[src/design/assert_macros.svh]
// Assertion macros for the averaging block's top-level RTL file.
// No dependencies; included by files that carry concurrent assertions.
`ifndef ASSERT_MACROS_SVH
`define ASSERT_MACROS_SVH

`ifndef SYNTHESIS

// Clocked property that is checked only while reset is low.
`define BAVD_ASSERT(name, clk, rst, prop) \
   name: assert property (@(posedge clk) disable iff (rst) prop) \
      else $error("bavd assertion failed");

// Clocked property that is checked during reset as well.
`define BAVD_ASSERT_ALWAYS(name, clk, prop) \
   name: assert property (@(posedge clk) prop) \
      else $error("bavd assertion failed");

`else

`define BAVD_ASSERT(name, clk, rst, prop)

`define BAVD_ASSERT_ALWAYS(name, clk, prop)

`endif

`endif

[src/design/bavd_pkg.sv]
// Package for the block averaging unit: widths, op codes, states and structs.
// No dependencies; imported by every module of the block.
package bavd_pkg;

   localparam int MAX_SAMPLES = 25;
   localparam int PRESSURE_W  = 25;
   localparam int SUM_W       = 30;
   localparam int COUNT_W     = 5;
   localparam int DELTA_W     = 22;
   localparam int OP_W        = 2;
   localparam int PRODUCT_W   = PRESSURE_W + 4;
   localparam int SCALED_W    = PRODUCT_W - 8;
   localparam int DIV_STEPS   = SUM_W;
   localparam int DIV_CNT_W   = $clog2(DIV_STEPS);
   localparam int QUEUE_DEPTH = 4;
   localparam int QUEUE_AW    = $clog2(QUEUE_DEPTH);
   localparam int QUEUE_CW    = $clog2(QUEUE_DEPTH + 1);
   localparam int CSR_RESET   = 12;

   typedef enum logic [OP_W-1:0] {
      OP_SAMPLE = 2'd0,
      OP_TICK   = 2'd1,
      OP_CLEAR  = 2'd2,
      OP_UNUSED = 2'd3
   } op_code_type;

   typedef enum logic [1:0] {
      ST_IDLE,
      ST_DIVIDE,
      ST_DIFF,
      ST_EMIT
   } back_state_type;

   typedef struct packed {
      op_code_type            op;
      logic [PRESSURE_W-1:0]  pressure;
   } cmd_type;

   typedef struct packed {
      logic full;
      logic empty;
   } queue_status_type;

endpackage

[src/design/bavd_front.sv]
// Front end of the averaging block: accepts request transfers and classifies them.
// Depends on bavd_pkg; feeds bavd_queue.
module bavd_front (
   input  logic                                req_push,
   input  logic [bavd_pkg::OP_W-1:0]           req_op,
   input  logic [bavd_pkg::PRESSURE_W-1:0]     req_pressure_q8,
   output logic                                req_full,
   input  bavd_pkg::queue_status_type          q_status,
   output logic                                q_wr_en,
   output bavd_pkg::cmd_type                   q_wr_data
);
   import bavd_pkg::*;

   op_code_type op_code;
   logic        accept;

   assign op_code  = op_code_type'(req_op);
   assign req_full = q_status.full;
   assign accept   = req_push && !q_status.full;

   // The unused op code has no effect at all, so it never enters the queue.
   always_comb begin
      q_wr_en            = 1'b0;
      q_wr_data.op       = op_code;
      q_wr_data.pressure = '0;
      case (op_code)
         OP_SAMPLE: begin
            q_wr_en            = accept;
            q_wr_data.pressure = req_pressure_q8;
         end
         OP_TICK: begin
            q_wr_en = accept;
         end
         OP_CLEAR: begin
            q_wr_en = accept;
         end
         default: begin
            q_wr_en = 1'b0;
         end
      endcase
   end

endmodule

[src/design/bavd_queue.sv]
// Short command queue between the front and back ends of the averaging block.
// Depends on bavd_pkg.
module bavd_queue (
   input  logic                       clock,
   input  logic                       reset,
   input  logic                       wr_en,
   input  bavd_pkg::cmd_type          wr_data,
   input  logic                       rd_en,
   output bavd_pkg::cmd_type          rd_data,
   output bavd_pkg::queue_status_type status
);
   import bavd_pkg::*;

   cmd_type                mem_ff [QUEUE_DEPTH];
   logic [QUEUE_AW-1:0]    wr_ptr_ff, wr_ptr_in;
   logic [QUEUE_AW-1:0]    rd_ptr_ff, rd_ptr_in;
   logic [QUEUE_CW-1:0]    count_ff,  count_in;
   logic                   do_wr;
   logic                   do_rd;

   assign status.full  = (count_ff == QUEUE_CW'(QUEUE_DEPTH));
   assign status.empty = (count_ff == '0);
   assign do_wr        = wr_en && !status.full;
   assign do_rd        = rd_en && !status.empty;
   assign rd_data      = mem_ff[rd_ptr_ff];

   always_comb begin
      wr_ptr_in = do_wr ? wr_ptr_ff + 1'b1 : wr_ptr_ff;
      rd_ptr_in = do_rd ? rd_ptr_ff + 1'b1 : rd_ptr_ff;
      count_in  = count_ff;
      if (do_wr && !do_rd) begin
         count_in = count_ff + 1'b1;
      end else if (do_rd && !do_wr) begin
         count_in = count_ff - 1'b1;
      end
   end

   always_ff @(posedge clock) begin
      if (do_wr) begin
         mem_ff[wr_ptr_ff] <= wr_data;
      end
   end

   always_ff @(posedge clock) begin
      if (reset) begin
         wr_ptr_ff <= '0;
         rd_ptr_ff <= '0;
         count_ff  <= '0;
      end else begin
         wr_ptr_ff <= wr_ptr_in;
         rd_ptr_ff <= rd_ptr_in;
         count_ff  <= count_in;
      end
   end

endmodule

[src/design/bavd_back.sv]
// Back end of the averaging block: block state, serial divider, delta scaling
// and the result register. Depends on bavd_pkg; fed by bavd_queue.
module bavd_back (
   input  logic                              clock,
   input  logic                              reset,
   input  logic [bavd_pkg::COUNT_W-1:0]      samples_per_block,
   input  bavd_pkg::cmd_type                 cmd,
   input  logic                              cmd_empty,
   output logic                              cmd_pop,
   output logic                              rsp_valid,
   output logic [bavd_pkg::DELTA_W-1:0]      rsp_delta_pressure,
   output logic                              rsp_baseline_captured,
   input  logic                              rsp_pop
);
   import bavd_pkg::*;

   back_state_type           state_ff, state_in;
   logic [SUM_W-1:0]         sum_ff, sum_in;
   logic [COUNT_W-1:0]       count_ff, count_in;
   logic [PRESSURE_W-1:0]    base_ff, base_in;
   logic                     base_valid_ff, base_valid_in;
   logic [SUM_W-1:0]         quo_ff, quo_in;
   logic [COUNT_W-1:0]       rem_ff, rem_in;
   logic [COUNT_W-1:0]       divisor_ff, divisor_in;
   logic [DIV_CNT_W-1:0]     step_ff, step_in;
   logic [PRESSURE_W-1:0]    mag_ff, mag_in;
   logic                     neg_ff, neg_in;
   logic                     cap_ff, cap_in;
   logic                     rsp_valid_ff, rsp_valid_in;
   logic [DELTA_W-1:0]       rsp_delta_ff, rsp_delta_in;
   logic                     rsp_cap_ff, rsp_cap_in;

   logic [COUNT_W-1:0]       limit;
   logic [COUNT_W:0]         trial;
   logic                     trial_ge;
   logic [PRESSURE_W-1:0]    avg;
   logic [PRODUCT_W-1:0]     product;
   logic [SCALED_W-1:0]      scaled;
   logic                     emit_ok;
   logic                     div_last;

   assign limit    = (samples_per_block > COUNT_W'(MAX_SAMPLES)) ?
                     COUNT_W'(MAX_SAMPLES) : samples_per_block;
   assign trial    = {rem_ff, quo_ff[SUM_W-1]};
   assign trial_ge = (trial >= {1'b0, divisor_ff});
   assign avg      = quo_ff[PRESSURE_W-1:0];
   assign product  = (PRODUCT_W'(mag_ff) << 3) + (PRODUCT_W'(mag_ff) << 1);
   assign scaled   = product[PRODUCT_W-1:8];
   assign emit_ok  = !rsp_valid_ff || rsp_pop;
   assign div_last = (step_ff == DIV_CNT_W'(DIV_STEPS - 1));

   // Next state.
   always_comb begin
      state_in = state_ff;
      case (state_ff)
         ST_IDLE: begin
            if (!cmd_empty && cmd.op == OP_TICK && count_ff != '0) begin
               state_in = ST_DIVIDE;
            end
         end
         ST_DIVIDE: begin
            if (div_last) begin
               state_in = ST_DIFF;
            end
         end
         ST_DIFF: begin
            state_in = ST_EMIT;
         end
         ST_EMIT: begin
            if (emit_ok) begin
               state_in = ST_IDLE;
            end
         end
         default: begin
            state_in = ST_IDLE;
         end
      endcase
   end

   // Datapath and handshake outputs.
   always_comb begin
      cmd_pop       = 1'b0;
      sum_in        = sum_ff;
      count_in      = count_ff;
      base_in       = base_ff;
      base_valid_in = base_valid_ff;
      quo_in        = quo_ff;
      rem_in        = rem_ff;
      divisor_in    = divisor_ff;
      step_in       = step_ff;
      mag_in        = mag_ff;
      neg_in        = neg_ff;
      cap_in        = cap_ff;
      rsp_valid_in  = rsp_valid_ff && !rsp_pop;
      rsp_delta_in  = rsp_delta_ff;
      rsp_cap_in    = rsp_cap_ff;
      case (state_ff)
         ST_IDLE: begin
            cmd_pop = !cmd_empty;
            if (!cmd_empty) begin
               case (cmd.op)
                  OP_SAMPLE: begin
                     if (count_ff < limit) begin
                        sum_in   = sum_ff + SUM_W'(cmd.pressure);
                        count_in = count_ff + 1'b1;
                     end
                  end
                  OP_TICK: begin
                     if (count_ff != '0) begin
                        quo_in     = sum_ff;
                        rem_in     = '0;
                        divisor_in = count_ff;
                        step_in    = '0;
                        sum_in     = '0;
                        count_in   = '0;
                     end
                  end
                  OP_CLEAR: begin
                     sum_in        = '0;
                     count_in      = '0;
                     base_in       = '0;
                     base_valid_in = 1'b0;
                  end
                  default: begin
                     sum_in = sum_ff;
                  end
               endcase
            end
         end
         ST_DIVIDE: begin
            // Restoring division, one quotient bit per cycle, MSB first.
            if (trial_ge) begin
               rem_in = COUNT_W'(trial - {1'b0, divisor_ff});
            end else begin
               rem_in = trial[COUNT_W-1:0];
            end
            quo_in  = {quo_ff[SUM_W-2:0], trial_ge};
            step_in = step_ff + 1'b1;
         end
         ST_DIFF: begin
            if (!base_valid_ff) begin
               base_in       = avg;
               base_valid_in = 1'b1;
               cap_in        = 1'b1;
               mag_in        = '0;
               neg_in        = 1'b0;
            end else if (avg >= base_ff) begin
               cap_in = 1'b0;
               mag_in = avg - base_ff;
               neg_in = 1'b0;
            end else begin
               cap_in = 1'b0;
               mag_in = base_ff - avg;
               neg_in = 1'b1;
            end
         end
         ST_EMIT: begin
            if (emit_ok) begin
               rsp_valid_in = 1'b1;
               rsp_delta_in = neg_ff ? DELTA_W'(-DELTA_W'(scaled)) : DELTA_W'(scaled);
               rsp_cap_in   = cap_ff;
            end
         end
         default: begin
            cmd_pop = 1'b0;
         end
      endcase
   end

   always_ff @(posedge clock) begin
      if (reset) begin
         state_ff      <= ST_IDLE;
         sum_ff        <= '0;
         count_ff      <= '0;
         base_ff       <= '0;
         base_valid_ff <= 1'b0;
         rsp_valid_ff  <= 1'b0;
      end else begin
         state_ff      <= state_in;
         sum_ff        <= sum_in;
         count_ff      <= count_in;
         base_ff       <= base_in;
         base_valid_ff <= base_valid_in;
         rsp_valid_ff  <= rsp_valid_in;
      end
   end

   always_ff @(posedge clock) begin
      quo_ff       <= quo_in;
      rem_ff       <= rem_in;
      divisor_ff   <= divisor_in;
      step_ff      <= step_in;
      mag_ff       <= mag_in;
      neg_ff       <= neg_in;
      cap_ff       <= cap_in;
      rsp_delta_ff <= rsp_delta_in;
      rsp_cap_ff   <= rsp_cap_in;
   end

   assign rsp_valid             = rsp_valid_ff;
   assign rsp_delta_pressure    = rsp_delta_ff;
   assign rsp_baseline_captured = rsp_cap_ff;

endmodule

[src/design/block_average_baseline_delta.sv]
// Top level of the pressure block averaging unit with baseline delta.
// Depends on bavd_pkg, bavd_front, bavd_queue, bavd_back and assert_macros.svh.
//
// The request channel behaves like a queue write port: a transfer happens on a
// rising edge with req_push high and req_full low. req_op selects a pressure
// sample, an output tick or a baseline-and-block clear; op code 3 is ignored.
// The response channel behaves like a queue read port: while rsp_empty is low
// the result is on rsp_delta_pressure and rsp_baseline_captured, and a
// transfer happens on a rising edge with rsp_pop high.
// The csr channel writes samples_per_block; csr_ready is always high, and
// writes are expected only while the block is idle.
// Timing: while the back end is idle, samples and clears retire at one per cycle
// from the four-entry command queue. A tick on a non-empty block takes the back
// end through the serial divider (one quotient bit per cycle), the baseline
// compare and the result register before it returns to idle.
// Reset (synchronous, active high) empties the queue and result register,
// clears the block and baseline and sets samples_per_block to 12.
// When the receiver stalls, one finished result is held; the back end keeps
// retiring samples and clears, and blocks only on the next tick's result.
// The command queue keeps accepting requests until it fills.
module block_average_baseline_delta (
   input  logic                                clock,
   input  logic                                reset,
   input  logic                                req_push,
   output logic                                req_full,
   input  logic [bavd_pkg::OP_W-1:0]           req_op,
   input  logic [bavd_pkg::PRESSURE_W-1:0]     req_pressure_q8,
   output logic                                rsp_empty,
   input  logic                                rsp_pop,
   output logic signed [bavd_pkg::DELTA_W-1:0] rsp_delta_pressure,
   output logic                                rsp_baseline_captured,
   input  logic                                csr_valid,
   output logic                                csr_ready,
   input  logic [bavd_pkg::COUNT_W-1:0]        csr_samples_per_block
);
   import bavd_pkg::*;
   `include "assert_macros.svh"

   // CSR, to be written by the user only while the block is idle; not enforced.
   logic [COUNT_W-1:0] samples_per_block_ff, samples_per_block_in;

   queue_status_type   q_status;
   logic               q_wr_en;
   cmd_type            q_wr_data;
   cmd_type            q_rd_data;
   logic               q_rd_en;
   logic               rsp_valid;
   logic [DELTA_W-1:0] delta;

   assign csr_ready            = 1'b1;
   assign samples_per_block_in = (csr_valid && csr_ready) ?
                                 csr_samples_per_block : samples_per_block_ff;

   always_ff @(posedge clock) begin
      if (reset) begin
         samples_per_block_ff <= COUNT_W'(CSR_RESET);
      end else begin
         samples_per_block_ff <= samples_per_block_in;
      end
   end

   // Front end: take request transfers and drop unused op codes.
   bavd_front u_front (
      .req_push        (req_push),
      .req_op          (req_op),
      .req_pressure_q8 (req_pressure_q8),
      .req_full        (req_full),
      .q_status        (q_status),
      .q_wr_en         (q_wr_en),
      .q_wr_data       (q_wr_data)
   );

   // Decoupling queue between the two halves.
   bavd_queue u_queue (
      .clock   (clock),
      .reset   (reset),
      .wr_en   (q_wr_en),
      .wr_data (q_wr_data),
      .rd_en   (q_rd_en),
      .rd_data (q_rd_data),
      .status  (q_status)
   );

   // Back end: accumulate, divide, compare against the baseline and hold
   // the result until it is popped.
   bavd_back u_back (
      .clock                 (clock),
      .reset                 (reset),
      .samples_per_block     (samples_per_block_ff),
      .cmd                   (q_rd_data),
      .cmd_empty             (q_status.empty),
      .cmd_pop               (q_rd_en),
      .rsp_valid             (rsp_valid),
      .rsp_delta_pressure    (delta),
      .rsp_baseline_captured (rsp_baseline_captured),
      .rsp_pop               (rsp_pop)
   );

   assign rsp_empty          = !rsp_valid;
   assign rsp_delta_pressure = delta;

   // The queue can never report full and empty together.
   `BAVD_ASSERT(a_queue_flags, clock, reset, !(q_status.full && q_status.empty))

   // An accepted unused op code never reaches the queue.
   `BAVD_ASSERT(a_unused_dropped, clock, reset,
      (req_push && !req_full && req_op == OP_UNUSED) |-> !q_wr_en)

   // A result that captures the baseline always carries a zero delta.
   `BAVD_ASSERT(a_capture_zero, clock, reset,
      (!rsp_empty && rsp_baseline_captured) |-> (rsp_delta_pressure == '0))

   // The back end never pops the queue while it is empty.
   `BAVD_ASSERT(a_no_empty_pop, clock, reset, q_status.empty |-> !q_rd_en)

endmodule
[config.mk]
export PLATFORM = sky130hd
export DESIGN_NAME = block_average_baseline_delta
export DESIGN_NICKNAME = d
export VERILOG_FILES = /design/src/design/bavd_pkg.sv /design/src/design/bavd_front.sv /design/src/design/bavd_queue.sv /design/src/design/bavd_back.sv /design/src/design/block_average_baseline_delta.sv
export VERILOG_INCLUDE_DIRS = /design/src /design/src/design
export SDC_FILE = /design/constraint.sdc
export NUM_CORES = 1
export LEC_CHECK = 0
export BUFFER_PORTS_ARGS = -buffer_cell sky130_fd_sc_hd__buf_2
export CORE_UTILIZATION = 40
export DETAILED_ROUTE_END_ITERATION = 10
export PLACE_DENSITY = 0.61
export REMOVE_ABC_BUFFERS = 1
export SETUP_SLACK_MARGIN = 0.2
export SKIP_LAST_GASP = 1
export SYNTH_ARGS = -nofsm -noshare
export SYNTH_HDL_FRONTEND = slang
export SYNTH_SLANG_ARGS = --single-unit
[constraint.sdc]
create_clock -name clock -period 4.7 [get_ports clock]
set_clock_uncertainty 0.15 [all_clocks]
set_input_delay 0.47 -clock clock [delete_from_list [all_inputs] [get_ports clock]]
set_output_delay 0.47 -clock clock [all_outputs]
set_load 0.02 [all_outputs]
==> metrics.cfg, run 1 <==
[die]
rows = 74
die_y_microns = 205
dieArea_sq_mm = 0.0422
start_util_pct = 40.6
core_area_sq_mm = 0.0408
pin_count = 63
die_width_microns = 205

[clock_network]
cts_tree = built
ctsHtreeMaxLevel = 2
postCtsSetupBuffers = 0
cts_made_buffers = 34
root_buffer = clkbuf_16
clkTransAtPathRegs_ps = 60
clock_path_buffers = 3
insertion_delay_ps = 550
cts.sink_count = 281

[final_layout]
drive_above_1_share_pct = 12.9
finalCoreUtilization_pct = 45.8
area_growth_pct = 12.8
final_nets = 1807
diodes = 0
instances_no_fill = 2200

[power]
power_leakage_uw = 0.00725
max-vdd-ir-drop_mv = 0.329
powerDensity_mw_per_mm2 = 456

[global_route]
grt_pass1_vias = 11400
grt_util_met3_pct = 2.98
met1_usage_pct = 21.1
track_usage_pct = 16.4
grt-busiest-layer = met2
grt_max_degree = 67
met2_usage_pct = 27.8
grt-ovfl-total = 0
antenna_found_initial = 0
grt_pass1_wl_microns = 56300

[timing]
final.period_utilization_pct = 90.0
max_freq_ghz = 0.236
finalSetupViolCount = 0
max_slew_margin_pct = 41.8
slew_viol_final = 0
min_period_ps = 4230
tightest_slew_ps = 874
hold_violations = 0
rsz0062_at_grt = no

[setup_path]
cp-start-kind = flop
crit_chain = inv_1 > ha_1 > nor2b_1 > o31a_1 > o41ai_1 > o21ai_1 > a311oi_4 > buf_4 > mux2i_1 > o21a_1 > o221ai_1 > xnor2_1 > nor2_1
cpPeakStageDelay_ps = 510
worstReg2RegEnd = u_back.mag_ff[24]$_SDFFCE_PN0P_
cp.required_ps = 4820
worst-path-max-fanout = 21
ff2ff_setup_slack_ps = 470
endpoint_kind = flop
reg2regPathDepth = 13
critPathArrivalTime_ps = 4350
critPathSlowestCell = o41ai_1
timing.rr.start = u_back.quo_ff[1]$_DFFE_PP_
critPathKind = flop to flop

[placement]
dp_hpwl_microns = 24800
placed_cells = 2133
place.gp.congestion = 0.923
port_buffers = 61

[synth]
ys_async_sr_fraction_pct = 0
synth_area_leaders = edfxtp_1 (37%), dfxtp_1 (9.4%), ha_1 (9.3%)
ys_seq_area_share_pct = 46.2
ys_seq_elements = 281
yosys.cell_types.count = 77
synth_area_sq_mm = 0.0166
synthTopCellsByCount = edfxtp_1 (203), nor2_1 (136), a21oi_1 (135)
synth_edf_count = 203
yosys.area.top_type = edfxtp_1
synth.most_common_cell = edfxtp_1
netlist_instances = 1587
yosysTopAreaCellShare_pct = 36.8
synth_flop_cell = edfxtp_1
avgSynthCellArea_sq_um = 10.4
synth_warnings = 0

[drt]
routed_wl_microns = 33900
ant_nets = 0
drt-initial-drc-count = 503
wire_per_inst_microns = 15.4
num_vias = 11700
drtPass1Iterations = 5
via_per_inst = 5.30
drc = 0

[min_path]
hold_depth = 1
holdPathEnd = u_queue.mem_ff[0][26]$_DFFE_PP_
hp-start = req_op[1]
hold_path_class = input port to flop

[flow_run]
drv_cap = 0

[run_status]
status = complete, no violations

-- worst max-delay path by stage --
stage                     slack, ps                                 endpoint                      startpoint  cells past startpoint
after floorplan                -140          u_back.mag_ff[12]$_SDFFCE_PN0P_      u_back.quo_ff[1]$_DFFE_PP_                     12
after global placement          560           u_back.sum_ff[27]$_SDFFE_PP0P_                            flop                     13
after detailed placement        470          u_back.mag_ff[24]$_SDFFCE_PN0P_      u_back.quo_ff[1]$_DFFE_PP_                     13
after CTS                       480          u_back.mag_ff[12]$_SDFFCE_PN0P_      u_back.quo_ff[1]$_DFFE_PP_                     13
after global routing            230  u_back.rsp_delta_pressure[20]$_DFFE_PP_  u_back.mag_ff[5]$_SDFFCE_PN0P_                     11
final                           470          u_back.mag_ff[24]$_SDFFCE_PN0P_      u_back.quo_ff[1]$_DFFE_PP_                     13
-- critical path: cells and delay by family, from the launching register on --
kind / cells / cell delay [ps]
muxes: 1 / 320
adders and majority gates: 1 / 340
buffers and inverters: 2 / 450
AOI/OAI and AO/OA: 6 / 1830
xor gates and xnor gates: 1 / 180
DFF: 1 / 460
and+or+nand+nor: 2 / 210
-- layout make-up --
| cell class | count | area, sq um |
|---|---|---|
| inverter | 110 | 413 |
| fill | 3768 | 22100 |
| clock buffer | 49 | 1020 |
| clock inverter | 13 | 151 |
| timing repair buffer | 86 | 518 |
| sequential | 281 | 7660 |
| multi-input combinational | 1129 | 8260 |
| tap | 532 | 666 |
-- through the flow --
stage / instance area [sq um] / total power [uW] / worst slack (ps) / setup TNS [ps] / hold WS (ps)
final: 18700 / 8520 / 469 / 0 / 47.3
after global routing: 18700 / 9050 / 232 / 0 / 33.6
after CTS: 18700 / 8610 / 477 / 0 / 11.0
after detailed placement: 17500 / 5900 / 470 / 0 / 263
after global placement: 17500 / 5850 / 562 / 0 / 254
after floorplan: 16300 / 5220 / -144 / -403 / 250
-- report_power, final --
| group | internal, uW | switching (uW) | total (uW) | leakage [uW] |
|---|---|---|---|---|
| clock | 1590 | 1060 | 2660 | 0.000574 |
| sequential | 2950 | 181 | 3140 | 0.00252 |
| combinational | 1140 | 1580 | 2720 | 0.00416 |
-- cells in the final DEF, fill, tap and decap left out, types with 10 or more instances in the layout --
cell       instances
o21ai_0           68
mux2_2            29
dfxtp_1           77
o21bai_1          19
nor2b_1           16
inv_1            108
edfxtp_1         203
mux4_2            27
a21oi_1          135
xor2_1            33
nand3_1           35
nand2b_1          15
clkbuf_16         36
nand4_1           17
a21o_1            43
nor3_1            37
nor2_1           136
mux2i_1           20
and3_1            10
buf_4             19
o21a_1            18
buf_2             61
a22oi_1           23
and2_1            35
ha_1             122
xnor2_1           51
nand2_1           98
-- metal layers --
metal,up-vias,routed length (microns)
li1,5920,-
met3,62,1240
met1,5463,15600
met4,0,892
met2,212,16200
met5,-,0
-- cells by family after synthesis --
kind of cell	count (synthesis)	share of synthesized area (%)
XOR/XNOR	84	4.44
AO/OA/AOI/OAI	398	15.4
multiplexers	78	7.01
flip-flops	281	46.2
AND/OR/NAND/NOR	440	12.9
other	1	0.0226
adder cells (fa/ha/maj)	128	9.90
buffers and inverters	177	4.06
-- timing repair --
item / in CTS / in global routing
hold buffers: 5 / 0
resized for setup: 0 / 1
hold endpoints to repair: 5 / 0
endpoints found under the setup margin: 0 / 3
-- sequential cells by signal, indices dropped and copies added, names as in the netlist, 3 cells and up, named ones only --
name                       cells
u_back.rsp_delta_pressure     22
u_back.base_ff                25
u_back.step_ff                 5
u_queue.mem_ff               108
u_queue.count_ff               3
u_back.divisor_ff              5
samples_per_block_ff           5
u_back.mag_ff                 25
u_back.count_ff                5
u_back.quo_ff                 30
u_back.sum_ff                 30
u_back.rem_ff                  5
(Power assumes the default switching activity.)
==> run 2: changes to the inputs <==
clock period = 5.3 ns   (was 4.7 ns; I/O delays follow)
==> run 2 against run 1 <==
Net effect: critical endpoint is now u_back.mag_ff[23]$_SDFFCE_PN0P_; die area unchanged; sequential share of layout area grew 0.42 points; non-clock buffer count down 11; combinational power fell by 13%; register-to-register slack improved by 450 ps; critical path type unchanged; maximum frequency is 3.5% lower; worst hold slack gained 20 ps.
==> metrics.cfg, run 2 (synthesis results as in run 1) <==
[final_layout]
drive_above_1_share_pct = 12.1
layout_common_cells = edfxtp_1 (203), nor2_1 (136), a21oi_1 (135)
largest_reg_flops = 108
area_growth_pct = 11.7
finalCoreUtilization_pct = 45.3
largestRegisters = u_queue.mem_ff (108), u_back.quo_ff (30), u_back.sum_ff (30)
final_nets = 1796
mostFrequentLayoutCell = edfxtp_1
registers.top_by_ff_count = u_queue.mem_ff
diodes = 0

[run_status]
status = complete, no violations

[clock_network]
cts-resized-gates = 0
root_buffer = clkbuf_16
cts_tree = built
clock_path_buffers = 3
insertion_delay_ps = 550
clkTransAtPathRegs_ps = 60
ctsHtreeMaxLevel = 2
postCtsSetupBuffers = 0
ctsHoldBuffers = 0
cts.sink_count = 281
cts_made_buffers = 34

[global_route]
track_usage_pct = 16.3
antenna_found_initial = 0
grt-ovfl-total = 0
grt_max_degree = 68
grt_pass1_wl_microns = 56100
grt_pass1_vias = 11300

[setup_path]
worst-path-max-fanout = 37
cp-start-kind = flop
cp.required_ps = 5510
endpoint_kind = flop
critPathKind = flop to flop
critPathArrivalTime_ps = 4590

[timing]
finalSetupViolCount = 0
max_slew_margin_pct = 25.4
final.period_utilization_pct = 82.7
max_freq_ghz = 0.228
finalSetupTns_ps = 0
hold_violations = 0
slew_viol_final = 0
fin_hold_ws_ps = 67.2
rsz0062_at_grt = no
min_period_ps = 4380
tightest_slew_ps = 1110

[drt]
drtPass1Iterations = 5
via_per_inst = 5.26
wire_per_inst_microns = 15.4
ant_nets = 0
routed_wl_microns = 33700
num_vias = 11500
drc = 0
drt-initial-drc-count = 487

[placement]
dp_hpwl_microns = 24900
port_buffers = 61
place.gp.congestion = 0.899

[power]
seq_power_share_pct = 37.6
p_sw_uw = 2500
p_int_uw = 4930
combPwrFrac_pct = 32.1
powerDensity_mw_per_mm2 = 402
max-vdd-ir-drop_mv = 0.328
power_leakage_uw = 0.00715
clkPwrFrac_pct = 30.3
swShare_pct = 33.6

[die]
start_util_pct = 40.6
die_y_microns = 205
pin_count = 63
core_area_sq_mm = 0.0408
dieArea_sq_mm = 0.0422
rows = 74
die_width_microns = 205

[min_path]
hold_path_class = input port to flop

[flow_run]
drv_cap = 0

==> run 2: final timing paths <==
path | from | to | slack (ps) | depth (start not counted)
worst max-delay path | u_back.quo_ff[1]$_DFFE_PP_ | u_back.mag_ff[23]$_SDFFCE_PN0P_ | 920 | 13
worst min register to register | u_back.cap_ff$_DFFE_PP_ | u_back.rsp_baseline_captured$_DFFE_PP_ | 270 | 0
worst min-delay path | csr_samples_per_block[2] | samples_per_block_ff[2]$_SDFFE_PP1P_ | 70 | 3
worst max register to register | u_back.quo_ff[1]$_DFFE_PP_ | u_back.mag_ff[23]$_SDFFCE_PN0P_ | 920 | 13
==> run 2: layout make-up <==
class,count,area (sq um)
clock buffer,41,887
sequential,281,7660
fill,3850,22300
tap,532,666
multi-input combinational,1129,8250
clock inverter,20,206
inverter,110,413
timing repair buffer,75,410
==> run 2: routing by layer <==
layer  up-vias  track usage [%]  wire length, microns
met5         -                0                     0
met4         0             5.08                   864
met3        57             2.99                  1220
met2       189             28.0                 16000
met1      5382             20.7                 15500
li1       5891                -                     -
==> run 2: power by group through the flow <==
stage | Combinational, uW | Clock, uW | Sequential [uW]
CTS | 2400 | 2320 | 2800
global route | 2680 | 2400 | 2820
finish | 2380 | 2250 | 2790
global placement | 2340 | 0 | 2830
detailed placement | 2390 | 0 | 2840
floorplan | 1830 | 0 | 2810
==> run 2: metrics by stage <==
stage | std cells | total power [uW] | setup slack, ps | area [sq um]
after global routing | 2188 | 7910 | 645 | 18500
after global placement | 2127 | 5170 | 1040 | 17400
after floorplan | 1520 | 4630 | 456 | 16300
final | 2188 | 7430 | 917 | 18500
after CTS | 2188 | 7520 | 910 | 18500
after detailed placement | 2127 | 5230 | 937 | 17400
==> run 2: critical path, stage by stage, from the launching register on <==
cell and delay (ps):
edfxtp_1 460, inv_1 120, ha_1 340, nor2b_1 150
o31a_1 250, o41ai_1 520, o21ai_1 270, a311oi_4 290
buf_4 440, inv_1 260, o22ai_1 420, nor3_1 140
o21ai_0 170, nor3b_1 190
==> run 3: changes to the inputs <==
clock period = 4.04 ns   (was 5.3 ns; I/O delays follow)
==> run 3 against run 2 <==
Net effect: sequential power rose by 30%; maximum frequency rose by 14%; clock-buffer cell count did not move; critical endpoint is now u_back.rsp_delta_pressure[19]$_DFFE_PP_; total power rose by 34%; worst hold slack got worse by 19 ps.
==> metrics.cfg, run 3 (synthesis results as in run 1) <==
[placement]
port_buffers = 61
dp_hpwl_microns = 25300
place_ws_ps = -49.0
place.gp.congestion = 0.912
placed_cells = 2177
placed_cell_area_sq_mm = 0.0178

[setup_path]
cp.required_ps = 4150
critPathKind = flop to flop
critPathTopFamily = simple AND/OR/NAND/NOR gates
reg2regPathDepth = 12
path_common_cell = or4_4
cp.depth = 12
crit_chain = ha_1 > buf_4 > o21a_1 > o221ai_4 > nor2_2 > or3b_1 > and3_4 > or4_4 > or4_4 > or4_4 > o211ai_2 > xnor2_1
worst-path-max-fanout = 4
cp-start-kind = flop
critPathLaunch = u_back.mag_ff[4]$_SDFFCE_PN0P_
timing.rr.start = u_back.mag_ff[4]$_SDFFCE_PN0P_
cp_num_buf_inv = 1
cpPeakStageDelay_ps = 530
critPathArrivalTime_ps = 3970
endpoint_kind = flop
critPathSlowestCell = or4_4

[die]
pin_count = 63
core_area_sq_mm = 0.0408
die_y_microns = 205
dieArea_sq_mm = 0.0422
rows = 74
start_util_pct = 40.6
die_width_microns = 205

[final_layout]
finalInstanceArea_sq_mm = 0.0192
area_growth_pct = 16.2
largest_reg_flops = 108
final_nets = 1862
registers.top_by_ff_count = u_queue.mem_ff
layout_common_cells = edfxtp_1 (203), nor2_1 (136), a21oi_1 (128)
largestRegisters = u_queue.mem_ff (108), u_back.quo_ff (30), u_back.sum_ff (30)
nFillCells = 3778
drive_above_1_share_pct = 17.4
instances_no_fill = 2254
diodes = 0
mostFrequentLayoutCell = edfxtp_1

[drt]
drc = 0
wire_per_inst_microns = 15.3
drtPass1Iterations = 5
drt-initial-drc-count = 487
routed_wl_microns = 34500
ant_nets = 0
via_per_inst = 5.24
num_vias = 11800

[power]
powerDensity_mw_per_mm2 = 516
power_leakage_uw = 0.00751
finalPower_uw = 9930
max-vdd-ir-drop_mv = 0.453

[global_route]
grt_pass1_wl_microns = 57600
antenna_found_initial = 0
grt_max_degree = 57
track_usage_pct = 16.7
grt_pass1_vias = 11700
grt-ovfl-total = 0

[timing]
max_freq_ghz = 0.259
rsz0062_at_grt = yes
final.period_utilization_pct = 95.4
fin_hold_ws_ps = 47.9
max_slew_margin_pct = 22.9
min_period_ps = 3850
fin_ws_ps = 185
tightest_slew_ps = 1150
hold_violations = 0
slew_viol_final = 0
finalSetupViolCount = 0

[min_path]
hold_path_class = input port to flop
hp-start = rsp_pop
hold_depth = 4

[clock_network]
clock_path_buffers = 3
cts.sink_count = 281
clkTransAtPathRegs_ps = 60
root_buffer = clkbuf_16
insertion_delay_ps = 520
cts_made_buffers = 34
cts_tree = built
ctsHtreeMaxLevel = 2

[flow_run]
drv_cap = 0

[run_status]
status = complete, no violations

run 3: cell count changes in the layout (fill, tap and decap cells not counted), sizes merged:
cell         previous run  this run
dlygate4sd3             0         7
clkinvlp                1         2
bufinv                  2         1
buf                    75       133
inv                   111       112
clkinv                 16        15
clkbuf                 41        42
run 3: worst paths after layout:
path                                                                end  slack [ps]
worst max-delay path            u_back.rsp_delta_pressure[19]$_DFFE_PP_         190
worst min-delay path                        u_back.rsp_valid$_SDFF_PP0_          50
worst max register to register  u_back.rsp_delta_pressure[19]$_DFFE_PP_         190
worst min register to register   u_back.rsp_baseline_captured$_DFFE_PP_         270
run 3: layer usage:
metal	routed length, microns	GRT usage, %
met1	15800	21.1
met2	16800	29.3
met3	1190	2.41
met4	811	4.95
met5	0	0
run 3: timing repair:
action,CTS,global route
resized for setup,12,36
setup endpoints to repair,12,24
gates cloned,0,1
buffers inserted,5,3
hold buffers,7,0
pin swaps,12,5
endpoints found under the hold margin,13,0
run 3: layout make-up:
cell class,count,area (sq um),area share [%]
Timing Repair Buffer,141,1000,5.21
Tap cell,532,666,3.46
Clock inverter,20,163,0.845
Clock buffer,41,908,4.72
Sequential cell,281,7660,39.8
Multi-Input combinational cell,1129,8430,43.8
Inverter,110,413,2.15
run 3: stage by stage:
step                      utilization, %  TNS (ps)
final                               47.1         0
after global placement              43.7         0
after floorplan                        -    -19660
after CTS                           46.7         0
after detailed placement            43.7     -51.5
after global routing                47.1         0
run 3: power breakdown:
group          switching, uW  total [uW]  internal (uW)
sequential               198        3640           3440
clock                   1210        2900           1690
combinational           1920        3400           1470
total                   3330        9930           6600
run 3: worst register-to-register path, cell delays in order (launching register included):
cell      delay (ps)
edfxtp_1         410
ha_1             220
buf_4            150
o21a_1           210
o221ai_4         270
nor2_2           100
or3b_1           360
and3_4           180
or4_4            420
or4_4            530
or4_4            440
o211ai_2          80
xnor2_1          100
